## src/rtl/vcw_pkg.sv

```systemverilog
// vcw_pkg: shared types, codes and reset values for the velocity command watchdog
// no dependencies; imported by every module of the block
`default_nettype none

package vcw_pkg;

	// default field widths
	localparam int VEL_WIDTH_DEF = 16;
	localparam int AGE_WIDTH_DEF = 16;

	// fixed register widths
	localparam int TICK_WIDTH      = 16;
	localparam int LIMIT_WIDTH     = 15;
	localparam int CFG_INDEX_WIDTH = 3;
	localparam int CFG_DATA_WIDTH  = 16;

	// register reset values
	localparam logic [TICK_WIDTH-1:0]  TIMEOUT_RST   = 16'd650;
	localparam logic [TICK_WIDTH-1:0]  DEBOUNCE_RST  = 16'd120;
	localparam logic [LIMIT_WIDTH-1:0] LIMIT_X_RST   = 15'd4096;
	localparam logic [LIMIT_WIDTH-1:0] LIMIT_Y_RST   = 15'd2048;
	localparam logic [LIMIT_WIDTH-1:0] LIMIT_YAW_RST = 15'd6144;

	typedef enum logic [1:0] {
		REQ_COMMAND = 2'd0,
		REQ_TICK    = 2'd1,
		REQ_SEND    = 2'd2
	} req_t;

	typedef enum logic [CFG_INDEX_WIDTH-1:0] {
		CFG_TIMEOUT   = 3'd0,
		CFG_DEBOUNCE  = 3'd1,
		CFG_LIMIT_X   = 3'd2,
		CFG_LIMIT_Y   = 3'd3,
		CFG_LIMIT_YAW = 3'd4
	} cfg_idx_t;

	typedef struct packed {
		logic [TICK_WIDTH-1:0]  timeout_ticks;
		logic [TICK_WIDTH-1:0]  debounce_ticks;
		logic [LIMIT_WIDTH-1:0] limit_x;
		logic [LIMIT_WIDTH-1:0] limit_y;
		logic [LIMIT_WIDTH-1:0] limit_yaw;
	} cfg_t;

	typedef struct packed {
		logic timed_out;
		logic held;
	} flags_t;

endpackage

`default_nettype wire

```

## src/rtl/vcw_cfg.sv

```systemverilog
// vcw_cfg: configuration register file (timeout, debounce, three clamp limits)
// depends on vcw_pkg
`default_nettype none

module vcw_cfg (
	input  logic                                 clk,
	input  logic                                 arst_n,
	input  logic                                 wr_en,
	input  logic [vcw_pkg::CFG_INDEX_WIDTH-1:0]  wr_index,
	input  logic [vcw_pkg::CFG_DATA_WIDTH-1:0]   wr_data,
	output vcw_pkg::cfg_t                        cfg
);
	import vcw_pkg::*;

	cfg_t cfg_q;

	always_ff @(posedge clk or negedge arst_n) begin
		if (!arst_n) begin
			cfg_q.timeout_ticks  <= TIMEOUT_RST;
			cfg_q.debounce_ticks <= DEBOUNCE_RST;
			cfg_q.limit_x        <= LIMIT_X_RST;
			cfg_q.limit_y        <= LIMIT_Y_RST;
			cfg_q.limit_yaw      <= LIMIT_YAW_RST;
		end else if (wr_en) begin
			case (cfg_idx_t'(wr_index))
				CFG_TIMEOUT:   cfg_q.timeout_ticks  <= wr_data[TICK_WIDTH-1:0];
				CFG_DEBOUNCE:  cfg_q.debounce_ticks <= wr_data[TICK_WIDTH-1:0];
				CFG_LIMIT_X:   cfg_q.limit_x        <= wr_data[LIMIT_WIDTH-1:0];
				CFG_LIMIT_Y:   cfg_q.limit_y        <= wr_data[LIMIT_WIDTH-1:0];
				CFG_LIMIT_YAW: cfg_q.limit_yaw      <= wr_data[LIMIT_WIDTH-1:0];
				default: ;
			endcase
		end
	end

	assign cfg = cfg_q;

endmodule

`default_nettype wire

```

## src/rtl/vcw_clamp.sv

```systemverilog
// vcw_clamp: clamps one signed velocity to [-limit, +limit]
// depends on vcw_pkg
`default_nettype none

module vcw_clamp #(
	parameter int VEL_WIDTH = vcw_pkg::VEL_WIDTH_DEF
) (
	input  logic signed [VEL_WIDTH-1:0]          v,
	input  logic [vcw_pkg::LIMIT_WIDTH-1:0]      limit,
	output logic signed [VEL_WIDTH-1:0]          y
);
	import vcw_pkg::*;

	// wide enough for the velocity and the negated limit
	localparam int CW = ((VEL_WIDTH > LIMIT_WIDTH + 1) ? VEL_WIDTH : LIMIT_WIDTH + 1) + 1;

	logic signed [CW-1:0] v_ext;
	logic signed [CW-1:0] lim_pos;
	logic signed [CW-1:0] lim_neg;

	always_comb begin
		v_ext   = CW'(v);
		lim_pos = signed'(CW'(limit));
		lim_neg = -lim_pos;
		if (v_ext > lim_pos) begin
			y = lim_pos[VEL_WIDTH-1:0];
		end else if (v_ext < lim_neg) begin
			y = lim_neg[VEL_WIDTH-1:0];
		end else begin
			y = v;
		end
	end

endmodule

`default_nettype wire

```

## src/rtl/vcw_state.sv

```systemverilog
// vcw_state: command store, saturating ages, stale and debounce decisions
// depends on vcw_pkg; selected velocities go to vcw_clamp in the top level
`default_nettype none

module vcw_state #(
	parameter int VEL_WIDTH = vcw_pkg::VEL_WIDTH_DEF,
	parameter int AGE_WIDTH = vcw_pkg::AGE_WIDTH_DEF
) (
	input  logic                          clk,
	input  logic                          arst_n,
	input  logic                          step_en,
	input  logic [1:0]                    req,
	input  logic signed [VEL_WIDTH-1:0]   vel [3],
	input  vcw_pkg::cfg_t                 cfg,
	output logic signed [VEL_WIDTH-1:0]   sel_vel [3],
	output vcw_pkg::flags_t               flags
);
	import vcw_pkg::*;

	localparam int CMPW = (AGE_WIDTH > TICK_WIDTH) ? AGE_WIDTH : TICK_WIDTH;
	localparam logic [AGE_WIDTH-1:0] AGE_MAX = '1;

	logic                        have_cmd_q;
	logic [AGE_WIDTH-1:0]        cmd_age_q;
	logic signed [VEL_WIDTH-1:0] last_vel_q [3];
	logic                        zr_valid_q;
	logic [AGE_WIDTH-1:0]        zr_age_q;
	logic signed [VEL_WIDTH-1:0] last_nz_q [3];

	logic in_zero;
	logic last_zero;
	logic nz_zero;
	logic stale;
	logic hold_ok;

	assign in_zero   = (vel[0] == '0) && (vel[1] == '0) && (vel[2] == '0);
	assign last_zero = (last_vel_q[0] == '0) && (last_vel_q[1] == '0) && (last_vel_q[2] == '0);
	assign nz_zero   = (last_nz_q[0] == '0) && (last_nz_q[1] == '0) && (last_nz_q[2] == '0);

	// age equal to the timeout is still fresh
	assign stale   = !have_cmd_q || (CMPW'(cmd_age_q) > CMPW'(cfg.timeout_ticks));
	assign hold_ok = zr_valid_q && (CMPW'(zr_age_q) < CMPW'(cfg.debounce_ticks)) && !nz_zero;

	always_comb begin
		flags.timed_out = 1'b0;
		flags.held      = 1'b0;
		for (int i = 0; i < 3; i++) begin
			sel_vel[i] = '0;
		end
		if (stale) begin
			flags.timed_out = 1'b1;
		end else if (!last_zero) begin
			for (int i = 0; i < 3; i++) begin
				sel_vel[i] = last_vel_q[i];
			end
		end else if (hold_ok) begin
			flags.held = 1'b1;
			for (int i = 0; i < 3; i++) begin
				sel_vel[i] = last_nz_q[i];
			end
		end
	end

	always_ff @(posedge clk or negedge arst_n) begin
		if (!arst_n) begin
			have_cmd_q <= 1'b0;
			cmd_age_q  <= '0;
			zr_valid_q <= 1'b0;
			zr_age_q   <= '0;
			for (int i = 0; i < 3; i++) begin
				last_vel_q[i] <= '0;
				last_nz_q[i]  <= '0;
			end
		end else if (step_en) begin
			case (req)
				REQ_COMMAND: begin
					have_cmd_q <= 1'b1;
					cmd_age_q  <= '0;
					for (int i = 0; i < 3; i++) begin
						last_vel_q[i] <= vel[i];
					end
					if (!in_zero) begin
						zr_valid_q <= 1'b0;
						for (int i = 0; i < 3; i++) begin
							last_nz_q[i] <= vel[i];
						end
					end else if (!zr_valid_q) begin
						// start of a zero run
						zr_valid_q <= 1'b1;
						zr_age_q   <= '0;
					end
				end
				REQ_TICK: begin
					if (cmd_age_q != AGE_MAX) cmd_age_q <= cmd_age_q + 1'b1;
					if (zr_age_q != AGE_MAX)  zr_age_q  <= zr_age_q + 1'b1;
				end
				REQ_SEND: begin
					if (stale) zr_valid_q <= 1'b0;
				end
				default: ;
			endcase
		end
	end

	a_tick_no_wrap: assert property (@(posedge clk) disable iff (!arst_n)
		step_en && req == REQ_TICK |=> cmd_age_q >= $past(cmd_age_q))
		else $error("command age wrapped on a tick");

	a_command_clears_age: assert property (@(posedge clk) disable iff (!arst_n)
		step_en && req == REQ_COMMAND |=> have_cmd_q && cmd_age_q == '0)
		else $error("command did not restart the age");

endmodule

`default_nettype wire

```

## src/rtl/velocity_command_watchdog_core.sv

```systemverilog
// channel   | direction | handshake             | payload
// ----------+-----------+-----------------------+---------------------------------------
// request   | in        | in_valid / in_ready   | req_type, vel_x, vel_y, yaw_rate
// drive     | out       | out_valid / out_ready | out_x, out_y, out_yaw, timed_out, held
// config    | in        | cfg_valid / cfg_ready | cfg_index, cfg_data
//
// one item per cycle while no send is stalled; a send item passes through the
// input register, then the state update and clamp into the result register
// command and tick items give no result and never wait on the drive channel
// a send item waits in the input register while an earlier result is not taken
// reset clears the valid flags and watchdog state and loads the register defaults; cfg_ready is always high
//
// depends on vcw_pkg, vcw_cfg, vcw_state, vcw_clamp
`default_nettype none

module velocity_command_watchdog_core #(
	parameter int VEL_WIDTH = vcw_pkg::VEL_WIDTH_DEF,
	parameter int AGE_WIDTH = vcw_pkg::AGE_WIDTH_DEF
) (
	input  logic                                 clk,
	input  logic                                 arst_n,
	input  logic                                 in_valid,
	output logic                                 in_ready,
	input  logic [1:0]                           req_type,
	input  logic signed [VEL_WIDTH-1:0]          vel_x,
	input  logic signed [VEL_WIDTH-1:0]          vel_y,
	input  logic signed [VEL_WIDTH-1:0]          yaw_rate,
	output logic                                 out_valid,
	input  logic                                 out_ready,
	output logic signed [VEL_WIDTH-1:0]          out_x,
	output logic signed [VEL_WIDTH-1:0]          out_y,
	output logic signed [VEL_WIDTH-1:0]          out_yaw,
	output logic                                 timed_out,
	output logic                                 held,
	input  logic                                 cfg_valid,
	output logic                                 cfg_ready,
	input  logic [vcw_pkg::CFG_INDEX_WIDTH-1:0]  cfg_index,
	input  logic [vcw_pkg::CFG_DATA_WIDTH-1:0]   cfg_data
);
	import vcw_pkg::*;

	cfg_t cfg;

	logic                        valid_s1;
	logic [1:0]                  req_s1;
	logic signed [VEL_WIDTH-1:0] vel_s1 [3];
	logic                        advance_s1;
	logic                        send_s1;

	logic signed [VEL_WIDTH-1:0] sel_vel [3];
	logic signed [VEL_WIDTH-1:0] clamp_vel [3];
	flags_t                      flags;

	logic                        out_valid_q;
	logic signed [VEL_WIDTH-1:0] out_vel_q [3];
	flags_t                      out_flags_q;

	assign cfg_ready = 1'b1;

	vcw_cfg u_cfg (
		.clk      (clk),
		.arst_n   (arst_n),
		.wr_en    (cfg_valid),
		.wr_index (cfg_index),
		.wr_data  (cfg_data),
		.cfg      (cfg)
	);

	// only a send needs room in the result register
	assign send_s1    = (req_s1 == REQ_SEND);
	assign advance_s1 = valid_s1 && (!send_s1 || !out_valid_q || out_ready);
	assign in_ready   = !valid_s1 || advance_s1;

	always_ff @(posedge clk or negedge arst_n) begin
		if (!arst_n) begin
			valid_s1 <= 1'b0;
		end else if (in_ready) begin
			valid_s1 <= in_valid;
		end
	end

	always_ff @(posedge clk) begin
		if (in_ready && in_valid) begin
			req_s1    <= req_type;
			vel_s1[0] <= vel_x;
			vel_s1[1] <= vel_y;
			vel_s1[2] <= yaw_rate;
		end
	end

	vcw_state #(
		.VEL_WIDTH (VEL_WIDTH),
		.AGE_WIDTH (AGE_WIDTH)
	) u_state (
		.clk     (clk),
		.arst_n  (arst_n),
		.step_en (advance_s1),
		.req     (req_s1),
		.vel     (vel_s1),
		.cfg     (cfg),
		.sel_vel (sel_vel),
		.flags   (flags)
	);

	vcw_clamp #(.VEL_WIDTH(VEL_WIDTH)) u_clamp_x (
		.v (sel_vel[0]), .limit (cfg.limit_x), .y (clamp_vel[0])
	);
	vcw_clamp #(.VEL_WIDTH(VEL_WIDTH)) u_clamp_y (
		.v (sel_vel[1]), .limit (cfg.limit_y), .y (clamp_vel[1])
	);
	vcw_clamp #(.VEL_WIDTH(VEL_WIDTH)) u_clamp_yaw (
		.v (sel_vel[2]), .limit (cfg.limit_yaw), .y (clamp_vel[2])
	);

	always_ff @(posedge clk or negedge arst_n) begin
		if (!arst_n) begin
			out_valid_q <= 1'b0;
		end else if (advance_s1 && send_s1) begin
			out_valid_q <= 1'b1;
		end else if (out_ready) begin
			out_valid_q <= 1'b0;
		end
	end

	always_ff @(posedge clk) begin
		if (advance_s1 && send_s1) begin
			out_vel_q   <= clamp_vel;
			out_flags_q <= flags;
		end
	end

	assign out_valid = out_valid_q;
	assign out_x     = out_vel_q[0];
	assign out_y     = out_vel_q[1];
	assign out_yaw   = out_vel_q[2];
	assign timed_out = out_flags_q.timed_out;
	assign held      = out_flags_q.held;

	a_flags_exclusive: assert property (@(posedge clk) disable iff (!arst_n)
		out_valid_q |-> !(out_flags_q.timed_out && out_flags_q.held))
		else $error("timed_out and held both set");

	a_timeout_zero: assert property (@(posedge clk) disable iff (!arst_n)
		out_valid_q && out_flags_q.timed_out |-> out_vel_q[0] == '0 &&
			out_vel_q[1] == '0 && out_vel_q[2] == '0)
		else $error("timed out result is not zero");

	a_stall_cause: assert property (@(posedge clk) disable iff (!arst_n)
		!in_ready |-> valid_s1 && send_s1 && out_valid_q && !out_ready)
		else $error("input stalled without a blocked send");

endmodule

`default_nettype wire
```

## config.mk

```make
export PLATFORM = sky130hd
export DESIGN_NAME = velocity_command_watchdog_core
export DESIGN_NICKNAME = d
export VERILOG_FILES = /design/src/rtl/vcw_pkg.sv /design/src/rtl/vcw_cfg.sv /design/src/rtl/vcw_clamp.sv /design/src/rtl/vcw_state.sv /design/src/rtl/velocity_command_watchdog_core.sv
export SDC_FILE = /design/constraint.sdc
export NUM_CORES = 1
export LEC_CHECK = 0
export ABC_AREA = 1
export BUFFER_PORTS_ARGS = -buffer_cell sky130_fd_sc_hd__buf_2
export CAP_MARGIN = 10
export CORE_MARGIN = 4
export CORE_UTILIZATION = 35
export CTS_CLUSTER_SIZE = 10
export DETAILED_ROUTE_END_ITERATION = 12
export GPL_TIMING_DRIVEN = 0
export REMOVE_ABC_BUFFERS = 1
export SLEW_MARGIN = 30
export SYNTH_ARGS = -nofsm -noshare
export SYNTH_HDL_FRONTEND = slang
export SYNTH_SLANG_ARGS = --single-unit
```

## constraint.sdc

```tcl
create_clock -name clk -period 7 [get_ports clk]
set_clock_uncertainty 0.1 [all_clocks]
set_input_delay 0.7 -clock clk [delete_from_list [all_inputs] [get_ports clk]]
set_output_delay 0.7 -clock clk [all_outputs]
set_load 0.005 [all_outputs]
```

==> reports/qor.csv, run 1 <==
stage;metric;value;unit
yosys;Synth cell types;59;
placed_design;HPWL after DPL;35600;µm
worst_setup_path;Crit Path Category;reg2reg;
sta;max-slew violation count;0;
clock_tree;H-tree depth;2;
clock_tree;CTS Buffer Depth;3;
clock_tree;clk root buf;clkbuf_16;
yosys;Netlist Area Pre-Place;17400;µm²
final_layout;non-filler instance count after layout;2809;
clock_tree;worst skew pair latency;0.56;ns
sta;fin crit share;81.9;%
sta;minimum hold slack;0.214;ns
worst_setup_path;Startpoint Class;register;
die;Core Area;49100;µm²
global_route;largest net degree at the start of global routing;82;
die;Die W;231;µm
worst_setup_path;R2R Setup Slk;1.27;ns
yosys;Post-synth EDFFs;100;
sta;worst-margin pin slew;0.927;ns
sta;Final min period;5.73;ns
worst_setup_path;Crit. End Element;register;
placed_design;Inst Count DP;2736;
yosys;Yosys reg bits;309;
routing;Iter 0 DRT Violations;1041;
worst_setup_path;crit path max fanout;33;
clock_tree;clock tree sinks;309;
yosys;yosys warns;0;
yosys;Cells after Synth;1995;
global_route;first-pass GRT wire length;75700;µm
worst_setup_path;critical path required time;7.21;ns
clock_tree;number of gates resized after cts;0;
yosys;area share of the largest cell type after synthesis;28.3;%
power_and_ir_drop;Pleak;9.43;nW
yosys;adder-cell share of the synthesized area;8.85;%
routing;First-pass DRT Iterations;5;
final_layout;share of cells above drive strength 1;13.6;%
clock_tree;clock slew at reported path FFs;0.06;ns
worst_setup_path;CP max stage cell;a211oi_1;
yosys;simple-gate share of the synthesized area;22.3;%
routing;total vias in the final route;14100;
global_route;initial antenna violation count;1;
placed_design;PortBufs;125;
sta;relative slew slack;38.1;%
sta;post-route setup TNS;0;ns
routing;drt wl/cell;17.1;µm
yosys;Seq/Total Area, Yosys;47.4;%
yosys;syn avg cell area;8.72;µm²
placed_design;gpl congestion;0.886;
die;# rows;81;
yosys;XOR/XNOR share of the synthesized area;1.81;%
final_layout;# nets final;2311;
clock_tree;total CTS buffers;39;
routing;drt drc;0;
yosys;most frequent cell after synthesis;nand2_1;
yosys;Compound-Gate Fraction of Synth Area;11.0;%
sta;RSZ-0062 raised after global routing;no;
die;Die Y;231;µm
worst_setup_path;Largest stage delay, worst path;0.64;ns
worst_setup_path;CP most frequent cell;nand2_1;
yosys;fraction of registers with async set/reset;67.6;%
global_route;vias in the first global route;13700;
global_route;GRT overflow;0;
sta;Max Clk Rate;174;MHz
die;die area;53300;µm²
yosys;largest family of logic cells by synthesized area;simple AND/OR/NAND/NOR gates;
power_and_ir_drop;peak supply drop;0.149;mV
sta;Final Hold Viols;0;
yosys;proportion of synthesized area in mux cells;0;%
worst_setup_path;critical path arrival;5.94;ns
yosys;Main synth FF type;dfrtp_1;
yosys;Post-synth top cells;nand2_1 (394), inv_1 (295), dfrtp_1 (197);
die;# IOs;127;
routing;post-route antenna net violation count;0;
final_layout;Layout area overhead;14.7;%
yosys;area leader, netlist;dfrtp_1;
sta;# setup viols final;0;
power_and_ir_drop;pwr/cell area;290;nW/µm²
clock_tree;CTS tree;built;
worst_setup_path;worst-path cell chain;inv_1 -> ha_1 -> a21oi_1 -> nor2_1 -> nor3_1 -> nand2_1 -> nand2_1 -> nand2_1 -> nand2_1 -> nand2_2 -> nor3_4 -> inv_2 -> o22ai_1 -> ha_1 -> a21oi_1 -> o21ai_0 -> nand3_1 -> a21oi_1 -> a211oi_1 -> nand3_2 -> nand2_1 -> nand3_1 -> nand2_1 -> inv_1;
status;status;completed;
routing;vias per inst;5.02;
job;maxcap violations;0;
die;initial core utilization;35.5;%
yosys;Synth area leaders;dfrtp_1 (28%), edfxtp_1 (17%), ha_1 (8.8%), nand2_1 (8.5%), inv_1 (6.4%);
global_route;Total GRT Usage;17.9;%
routing;Post-Route WL;48100;µm
hold_path;hold crit path type;in2reg;
[worst max-delay path: cells and delay by family, from the launching register on]
kind | cells | cell delay [ns]
buffers and inverters | 3 | 0.47
and+or+nand+nor | 13 | 2.13
AOI/OAI and AO/OA | 6 | 1.59
DFF | 1 | 0.52
adders and majority gates | 2 | 0.62
[placed cells by master (no fill, tap or decap), types with 12 or more instances in the layout]
cell / count
o21ai_0: 180
nand2_2: 14
nor2_1: 108
nand3_1: 162
ha_1: 123
clkbuf_16: 39
inv_2: 15
a211oi_1: 16
o21ai_1: 19
buf_2: 124
dfrtp_1: 197
edfxtp_1: 100
nand3_2: 18
a21oi_1: 60
inv_1: 292
nand2_1: 393
xor2_1: 36
nor4_1: 14
dfstp_2: 12
nand4_1: 36
nor3_1: 27
clkbuf_1: 21
o22ai_1: 33
[sequential cells by signal, summed over array words and instances (netlist names)]
signal              cells
req_s1                  2
out_yaw                16
out_y                  16
valid_s1                1
u_state.have_cmd_q      1
held                    1
out_x                  16
u_cfg.cfg              77
u_state.zr_age_q       16
vel_s1                 48
timed_out               1
u_state.zr_valid_q      1
u_state.cmd_age_q      16
u_state.last_vel_q     48
u_state.last_nz_q      48
out_valid               1
[path summary, 6_finish.rpt]
kind,start,end,cells past startpoint
max reg2reg,u_cfg.cfg[50]$_DFFE_PN1P_,out_y[0]$_DFFE_PP_,24
max,u_cfg.cfg[50]$_DFFE_PN1P_,out_y[0]$_DFFE_PP_,24
min,vel_x[6],vel_s1[38]$_DFFE_PP_,1
min reg2reg,u_cfg.cfg[46]$_DFFE_PN0P_,u_cfg.cfg[46]$_DFFE_PN0P_,2
max in group asynchronous,arst_n,u_cfg.cfg[51]$_DFFE_PN1P_,3
min in group asynchronous,arst_n,u_cfg.cfg[8]$_DFFE_PN0P_,2
[metal layers]
| layer | vias to the layer above | GRT usage, % | part of all wire (%) |
|---|---|---|---|
| li1 | 6931 | - | - |
| met1 | 6707 | 26.1 | 48 |
| met2 | 377 | 27.7 | 44 |
| met3 | 81 | 2.49 | 5.3 |
| met4 | 0 | 5.79 | 3.0 |
| met5 | - | 0 | 0 |
[logic make-up after synthesis]
group / after synthesis
AND/OR/NAND/NOR: 817
buffers and inverters: 368
other: 1
flip-flops: 309
XOR/XNOR: 36
AO/OA/AOI/OAI: 341
adder cells (fa/ha/maj): 123
[power breakdown]
group,internal (mW),leakage [nW],switching (mW)
Combinational,0.588,5.29,1.07
Clock,1.06,0.554,0.761
Sequential,2.16,3.58,0.159
[per-stage QoR]
step                setup WS [ns]  instance area (µm²)  util, %  total power, mW
global route                0.714                19900     40.7             6.20
CTS                          1.27                19900     40.6             5.85
finish                       1.27                20000     40.7             5.79
floorplan                   0.772                17100        -             3.46
detailed placement           1.28                18800     38.3             3.99
global placement            -3.74                18500     37.8             3.93
[area by class of cell]
class,instances,area [µm²]
tap,664,831
clock inverter,7,62.6
sequential,309,8250
clock buffer,62,1080
inverter,312,1190
antenna,3,7.51
fill,4903,29100
timing repair buffer,134,853
multi-input combinational,1318,7680
[timing repair]
action | CTS | global route
setup buffers | 0 | 0
endpoints found under the hold margin | 48 | 0
hold buffers | 1 | 0
No activity file was read; power rests on OpenSTA's default activity.
==> inputs of run 2 (changes only) <==
==> constraint.sdc (replaced) <==
create_clock -name clk -period 5.9 [get_ports clk]
set_clock_uncertainty 0.1 [all_clocks]
set_input_delay 0.59 -clock clk [delete_from_list [all_inputs] [get_ports clk]]
set_output_delay 0.59 -clock clk [all_outputs]
set_load 0.005 [all_outputs]
==> run 2 against run 1 <==
Hold slack worse by 0.11 ns. Cell count about the same. Sequential power increased by 19%. Clock power increased by 19%. Power rose by 19%. First-iteration DRC count is 2.1% higher. Largest cell class unchanged.
==> reports/qor.csv, run 2 (synthesis gave the netlist of run 1 again) <==
stage;metric;value;unit
status;status;completed;
job;maxcap violations;0;
worst_setup_path;delay-heaviest family, CP;simple AND/OR/NAND/NOR gates;
worst_setup_path;CP most frequent cell;nand2_1;
die;die area;53300;µm²
placed_design;HPWL after DPL;35600;µm
final_layout;most frequent cells in the layout;nand2_1 (393), inv_1 (292), dfrtp_1 (197);
worst_setup_path;Crit Path Category;reg2reg;
sta;Final Hold Viols;0;
routing;First-pass DRT Iterations;5;
final_layout;Design Area, Final;20000;µm²
worst_setup_path;CP bufs+invs;3;
clock_tree;clock slew at reported path FFs;0.05;ns
final_layout;number of flip-flops in the largest register;77;
routing;vias per inst;5.02;
sta;worst-margin pin slew;0.912;ns
routing;drt drc;0;
sta;max-slew violation count;0;
power_and_ir_drop;peak supply drop;0.177;mV
sta;# setup viols final;0;
sta;Max Clk Rate;185;MHz
clock_tree;postcts setup bufs;0;
worst_setup_path;critical path arrival;5.60;ns
hold_path;hold crit path type;in2reg;
sta;RSZ-0062 raised after global routing;no;
sta;final worst slack;0.502;ns
power_and_ir_drop;Pleak;9.43;nW
global_route;vias in the first global route;13700;
placed_design;gpl congestion;0.886;
final_layout;commonest non-fill, non-tap cell in the layout;nand2_1;
sta;relative slew slack;39.1;%
die;Die W;231;µm
worst_setup_path;crit path max fanout;33;
clock_tree;worst skew pair latency;0.56;ns
clock_tree;H-tree depth;2;
global_route;first-pass GRT wire length;75700;µm
routing;drt wl/cell;17.2;µm
die;initial core utilization;35.5;%
clock_tree;CTS tree;built;
placed_design;PortBufs;125;
global_route;largest net degree at the start of global routing;82;
routing;total vias in the final route;14100;
placed_design;placed inst area;18800;µm²
worst_setup_path;Startpoint Class;register;
routing;post-route antenna net violation count;0;
global_route;initial antenna violation count;1;
final_layout;# nets final;2311;
global_route;GRT overflow;0;
sta;Final min period;5.40;ns
power_and_ir_drop;pwr/cell area;344;nW/µm²
clock_tree;CTS Buffer Depth;3;
die;# rows;81;
final_layout;share of cells above drive strength 1;13.8;%
sta;fin crit share;91.5;%
clock_tree;clock tree sinks;309;
die;Die Y;231;µm
clock_tree;clk root buf;clkbuf_16;
worst_setup_path;worst-path cell chain;inv_1 -> ha_1 -> a21oi_1 -> nor2_1 -> nor3_1 -> nand2_1 -> nand2_1 -> nand2_1 -> nand2_1 -> nand2_2 -> nor3_4 -> inv_2 -> o22ai_1 -> ha_1 -> nand2_1 -> o21ai_0 -> nand3_1 -> a21oi_1 -> a211oi_1 -> nand3_2 -> nand2_1 -> nand3_1 -> nand2_1 -> inv_1;
global_route;Total GRT Usage;17.9;%
final_layout;Layout area overhead;14.8;%
sta;minimum hold slack;0.101;ns
sta;post-route setup TNS;0;ns
worst_setup_path;Largest stage delay, worst path;0.52;ns
worst_setup_path;critical path required time;6.10;ns
routing;Post-Route WL;48200;µm
placed_design;pre-CTS setup slack;0.177;ns
routing;Iter 0 DRT Violations;1063;
die;Core Area;49100;µm²
worst_setup_path;CP max stage cell;dfstp_2;
die;# IOs;127;
worst_setup_path;Crit. End Element;register;
power_and_ir_drop;Tot Pwr;6.88;mW
clock_tree;total CTS buffers;39;
## run 2: cell types whose count changed in the layout (fill, tap and decap cells not counted), sizes merged
cell,before,now
diode,3,1
## run 2: cell type report
| cell class | instances | area, µm² |
|---|---|---|
| Antenna cell | 1 | 2.50 |
| Clock buffer | 62 | 1080 |
| Clock inverter | 7 | 62.6 |
| Fill cell | 4900 | 29100 |
| Inverter | 312 | 1190 |
| Multi-Input combinational cell | 1318 | 7710 |
| Sequential cell | 309 | 8250 |
| Tap cell | 664 | 831 |
| Timing Repair Buffer | 134 | 853 |
## run 2: worst register-to-register path: stages, from the launching register on
cell	delay, ns
dfstp_2	0.52
inv_1	0.04
ha_1	0.30
a21oi_1	0.14
nor2_1	0.05
nor3_1	0.14
nand2_1	0.12
nand2_1	0.07
nand2_1	0.06
nand2_1	0.18
nand2_2	0.13
nor3_4	0.40
inv_2	0.41
o22ai_1	0.48
ha_1	0.31
nand2_1	0.08
o21ai_0	0.10
nand3_1	0.07
a21oi_1	0.06
a211oi_1	0.48
nand3_2	0.44
nand2_1	0.26
nand3_1	0.08
nand2_1	0.08
inv_1	0.04
## run 2: stage by stage
step | cells | util [%]
2_1_floorplan | 1939 | -
3_3_place_gp | 2728 | 37.8
3_5_place_dp | 2736 | 38.3
4_1_cts | 2806 | 40.6
5_1_grt | 2806 | 40.7
6_report | 2807 | 40.7
## run 2: report_power, final
group          leakage [nW]  total, mW  internal (mW)  switching [mW]
combinational          5.29       1.97          0.700            1.27
sequential             3.58       2.75           2.56           0.189
clock                 0.554       2.16           1.26           0.902
total                  9.43       6.88           4.52            2.36
## run 2: routing by layer
metal  wire (µm)  vias to the layer above  GRT usage, %
met5           0                        -             0
met4        1390                        0          5.79
met3        2250                       77          2.49
met2       21200                      355          27.7
met1       23300                     6745          26.1
li1            -                     6925             -
## run 2: path summary, 6_finish.rpt
kind,startpoint,to,slack (ns),cells past startpoint
max,u_cfg.cfg[50]$_DFFE_PN1P_,out_x[0]$_DFFE_PP_,0.50,24
min,vel_x[6],vel_s1[38]$_DFFE_PP_,0.10,1
max reg2reg,u_cfg.cfg[50]$_DFFE_PN1P_,out_x[0]$_DFFE_PP_,0.50,24
min reg2reg,u_cfg.cfg[46]$_DFFE_PN0P_,u_cfg.cfg[46]$_DFFE_PN0P_,0.38,2
max in group asynchronous,arst_n,u_cfg.cfg[51]$_DFFE_PN1P_,4.41,3
min in group asynchronous,arst_n,u_state.last_vel_q[10]$_DFFE_PN0P_,0.47,2
## run 2: what timing repair did
item	4_1_cts	5_1_grt
endpoints found under the hold margin	52	0
hold buffers	1	0
gates resized for setup	0	4
endpoints found under the setup margin	0	17
==> inputs of run 3 (changes only) <==
--- a/config.mk
+++ b/config.mk
@@ -12,7 +12,6 @@
 export CORE_UTILIZATION = 35
 export CTS_CLUSTER_SIZE = 10
 export DETAILED_ROUTE_END_ITERATION = 12
-export GPL_TIMING_DRIVEN = 0
 export REMOVE_ABC_BUFFERS = 1
 export SLEW_MARGIN = 30
 export SYNTH_ARGS = -nofsm -noshare
==> run 3 against run 2 <==
Register-to-register slack gained 0.37 ns. First-iteration DRC count increased by 15%. Die area unchanged.
==> reports/qor.csv, run 3 (synthesis gave the netlist of run 1 again) <==
stage;metric;value;unit
status;status;completed;
global_route;vias in the first global route;13600;
clock_tree;H-tree depth;2;
worst_setup_path;crit path max fanout;18;
routing;total vias in the final route;14200;
sta;post-route setup TNS;0;ns
die;Die Y;231;µm
worst_setup_path;Crit Path Category;reg2reg;
clock_tree;clock slew at reported path FFs;0.05;ns
placed_design;PortBufs;125;
worst_setup_path;Startpoint Class;register;
routing;drt drc;0;
die;die area;53300;µm²
final_layout;most frequent cells in the layout;nand2_1 (393), inv_1 (293), dfrtp_1 (197);
routing;post-route antenna net violation count;0;
global_route;Total GRT Usage;18.1;%
final_layout;FF/Latch Area;8250;µm²
final_layout;# nets final;2311;
sta;relative slew slack;36.0;%
routing;vias per inst;5.05;
global_route;largest net degree at the start of global routing;187;
placed_design;HPWL after DPL;36500;µm
final_layout;commonest non-fill, non-tap cell in the layout;nand2_1;
worst_setup_path;CP most frequent cell;nand2_1;
die;Core Area;49100;µm²
hold_path;hold crit path type;in2reg;
worst_setup_path;Largest stage delay, worst path;0.53;ns
clock_tree;clock tree sinks;309;
final_layout;number of flip-flops in the largest register;77;
clock_tree;total CTS buffers;39;
die;# IOs;127;
die;initial core utilization;35.5;%
power_and_ir_drop;pwr/cell area;348;nW/µm²
worst_setup_path;critical path arrival;5.24;ns
sta;Max Clk Rate;199;MHz
sta;max-slew violation count;0;
clock_tree;postcts setup bufs;0;
final_layout;share of cells above drive strength 1;13.6;%
clock_tree;CTS tree;built;
worst_setup_path;worst-path cell chain;inv_1 -> ha_1 -> a21oi_1 -> nor2_1 -> nor3_1 -> nand2_1 -> nand2_1 -> nand2_1 -> nand2_1 -> nand2_2 -> nor3_4 -> inv_1 -> buf_4 -> o22ai_1 -> ha_1 -> a21oi_1 -> o21ai_0 -> a21oi_1 -> nand3_4 -> nand2_1 -> nand3_1 -> nand2_1 -> inv_1;
sta;RSZ-0062 raised after global routing;no;
final_layout;Multi-input gate area;7670;µm²
sta;Final min period;5.02;ns
routing;drt wl/cell;17.3;µm
clock_tree;clk root buf;clkbuf_16;
sta;Final Hold Viols;0;
clock_tree;worst skew pair latency;0.56;ns
sta;# setup viols final;0;
final_layout;Util after Layout;40.5;%
die;Die W;231;µm
worst_setup_path;Crit. End Element;register;
placed_design;gpl congestion;0.912;
sta;fin crit share;85.2;%
power_and_ir_drop;Pleak;9.41;nW
power_and_ir_drop;peak supply drop;0.233;mV
worst_setup_path;critical path required time;6.11;ns
clock_tree;CTS Buffer Depth;3;
worst_setup_path;CP max stage cell;dfstp_2;
final_layout;Layout area overhead;14.2;%
routing;Iter 0 DRT Violations;1221;
sta;minimum hold slack;0.111;ns
sta;worst-margin pin slew;0.960;ns
clock_tree;number of gates resized after cts;0;
global_route;GRT overflow;0;
global_route;first-pass GRT wire length;76800;µm
job;maxcap violations;0;
routing;First-pass DRT Iterations;5;
global_route;initial antenna violation count;4;
routing;Post-Route WL;48600;µm
die;# rows;81;
final_layout;fillcell total;5012;
==> run 3: cell count changes in the layout (fill, tap and decap cells not counted), sizes merged <==
cell and delta:
clkbuf +1, clkinv -2, buf -1
==> run 3: what timing repair did <==
action / 4_1_cts / 5_1_grt
hold buffers: 1 / 0
setup endpoints to repair: 0 / 0
endpoints found under the hold margin: 22 / 0
==> run 3: cell type report <==
cell class	count	share of cell area, %
well taps	664	4.18
clock inverters	5	0.220
clock buffers	62	5.76
repair buffers	134	3.71
multi-input cells	1318	38.6
flip-flops and latches	309	41.5
inverters	312	5.97
diodes	1	0.0126
==> run 3: report_power, final <==
group	internal (mW)	switching [mW]	leakage, nW
Clock	1.33	0.901	0.579
Sequential	2.56	0.202	3.58
Combinational	0.688	1.24	5.24
==> run 3: critical path, delay by kind of cell (launching register included) <==
kind | cells | cell delay, ns
and+or+nand+nor | 12 | 1.57
AOI/OAI and AO/OA | 5 | 1.19
buffers and inverters | 4 | 0.77
adders and majority gates | 2 | 0.62
DFF | 1 | 0.53
==> run 3: through the flow <==
stage	power, mW	std cells	area [µm²]	setup slack, ns
2_1_floorplan	4.11	1939	17100	-0.328
3_3_place_gp	4.65	2735	18600	1.01
3_5_place_dp	4.71	2735	18600	0.911
4_1_cts	6.98	2803	19800	0.884
5_1_grt	7.40	2804	19900	0.433
6_report	6.92	2805	19900	0.876
==> run 3: worst paths after layout <==
path	start	endpoint	slack, ns	cells after the start
max	u_cfg.cfg[50]$_DFFE_PN1P_	out_yaw[0]$_DFFE_PP_	0.88	23
min	vel_x[9]	vel_s1[41]$_DFFE_PP_	0.11	1
max reg2reg	u_cfg.cfg[50]$_DFFE_PN1P_	out_yaw[0]$_DFFE_PP_	0.88	23
min reg2reg	u_cfg.cfg[72]$_DFFE_PN0P_	u_cfg.cfg[72]$_DFFE_PN0P_	0.38	2
max in group asynchronous	arst_n	u_cfg.cfg[46]$_DFFE_PN0P_	4.00	4
min in group asynchronous	arst_n	u_state.last_nz_q[11]$_DFFE_PN0P_	0.40	2
==> run 3: routing by layer <==
metal / global-route usage, % / wire (µm) / vias up
li1: - / - / 6923
met1: 26.9 / 23300 / 6729
met2: 27.4 / 21100 / 446
met3: 2.48 / 2860 / 62
met4: 5.51 / 1280 / 0
met5: 0 / 0 / -
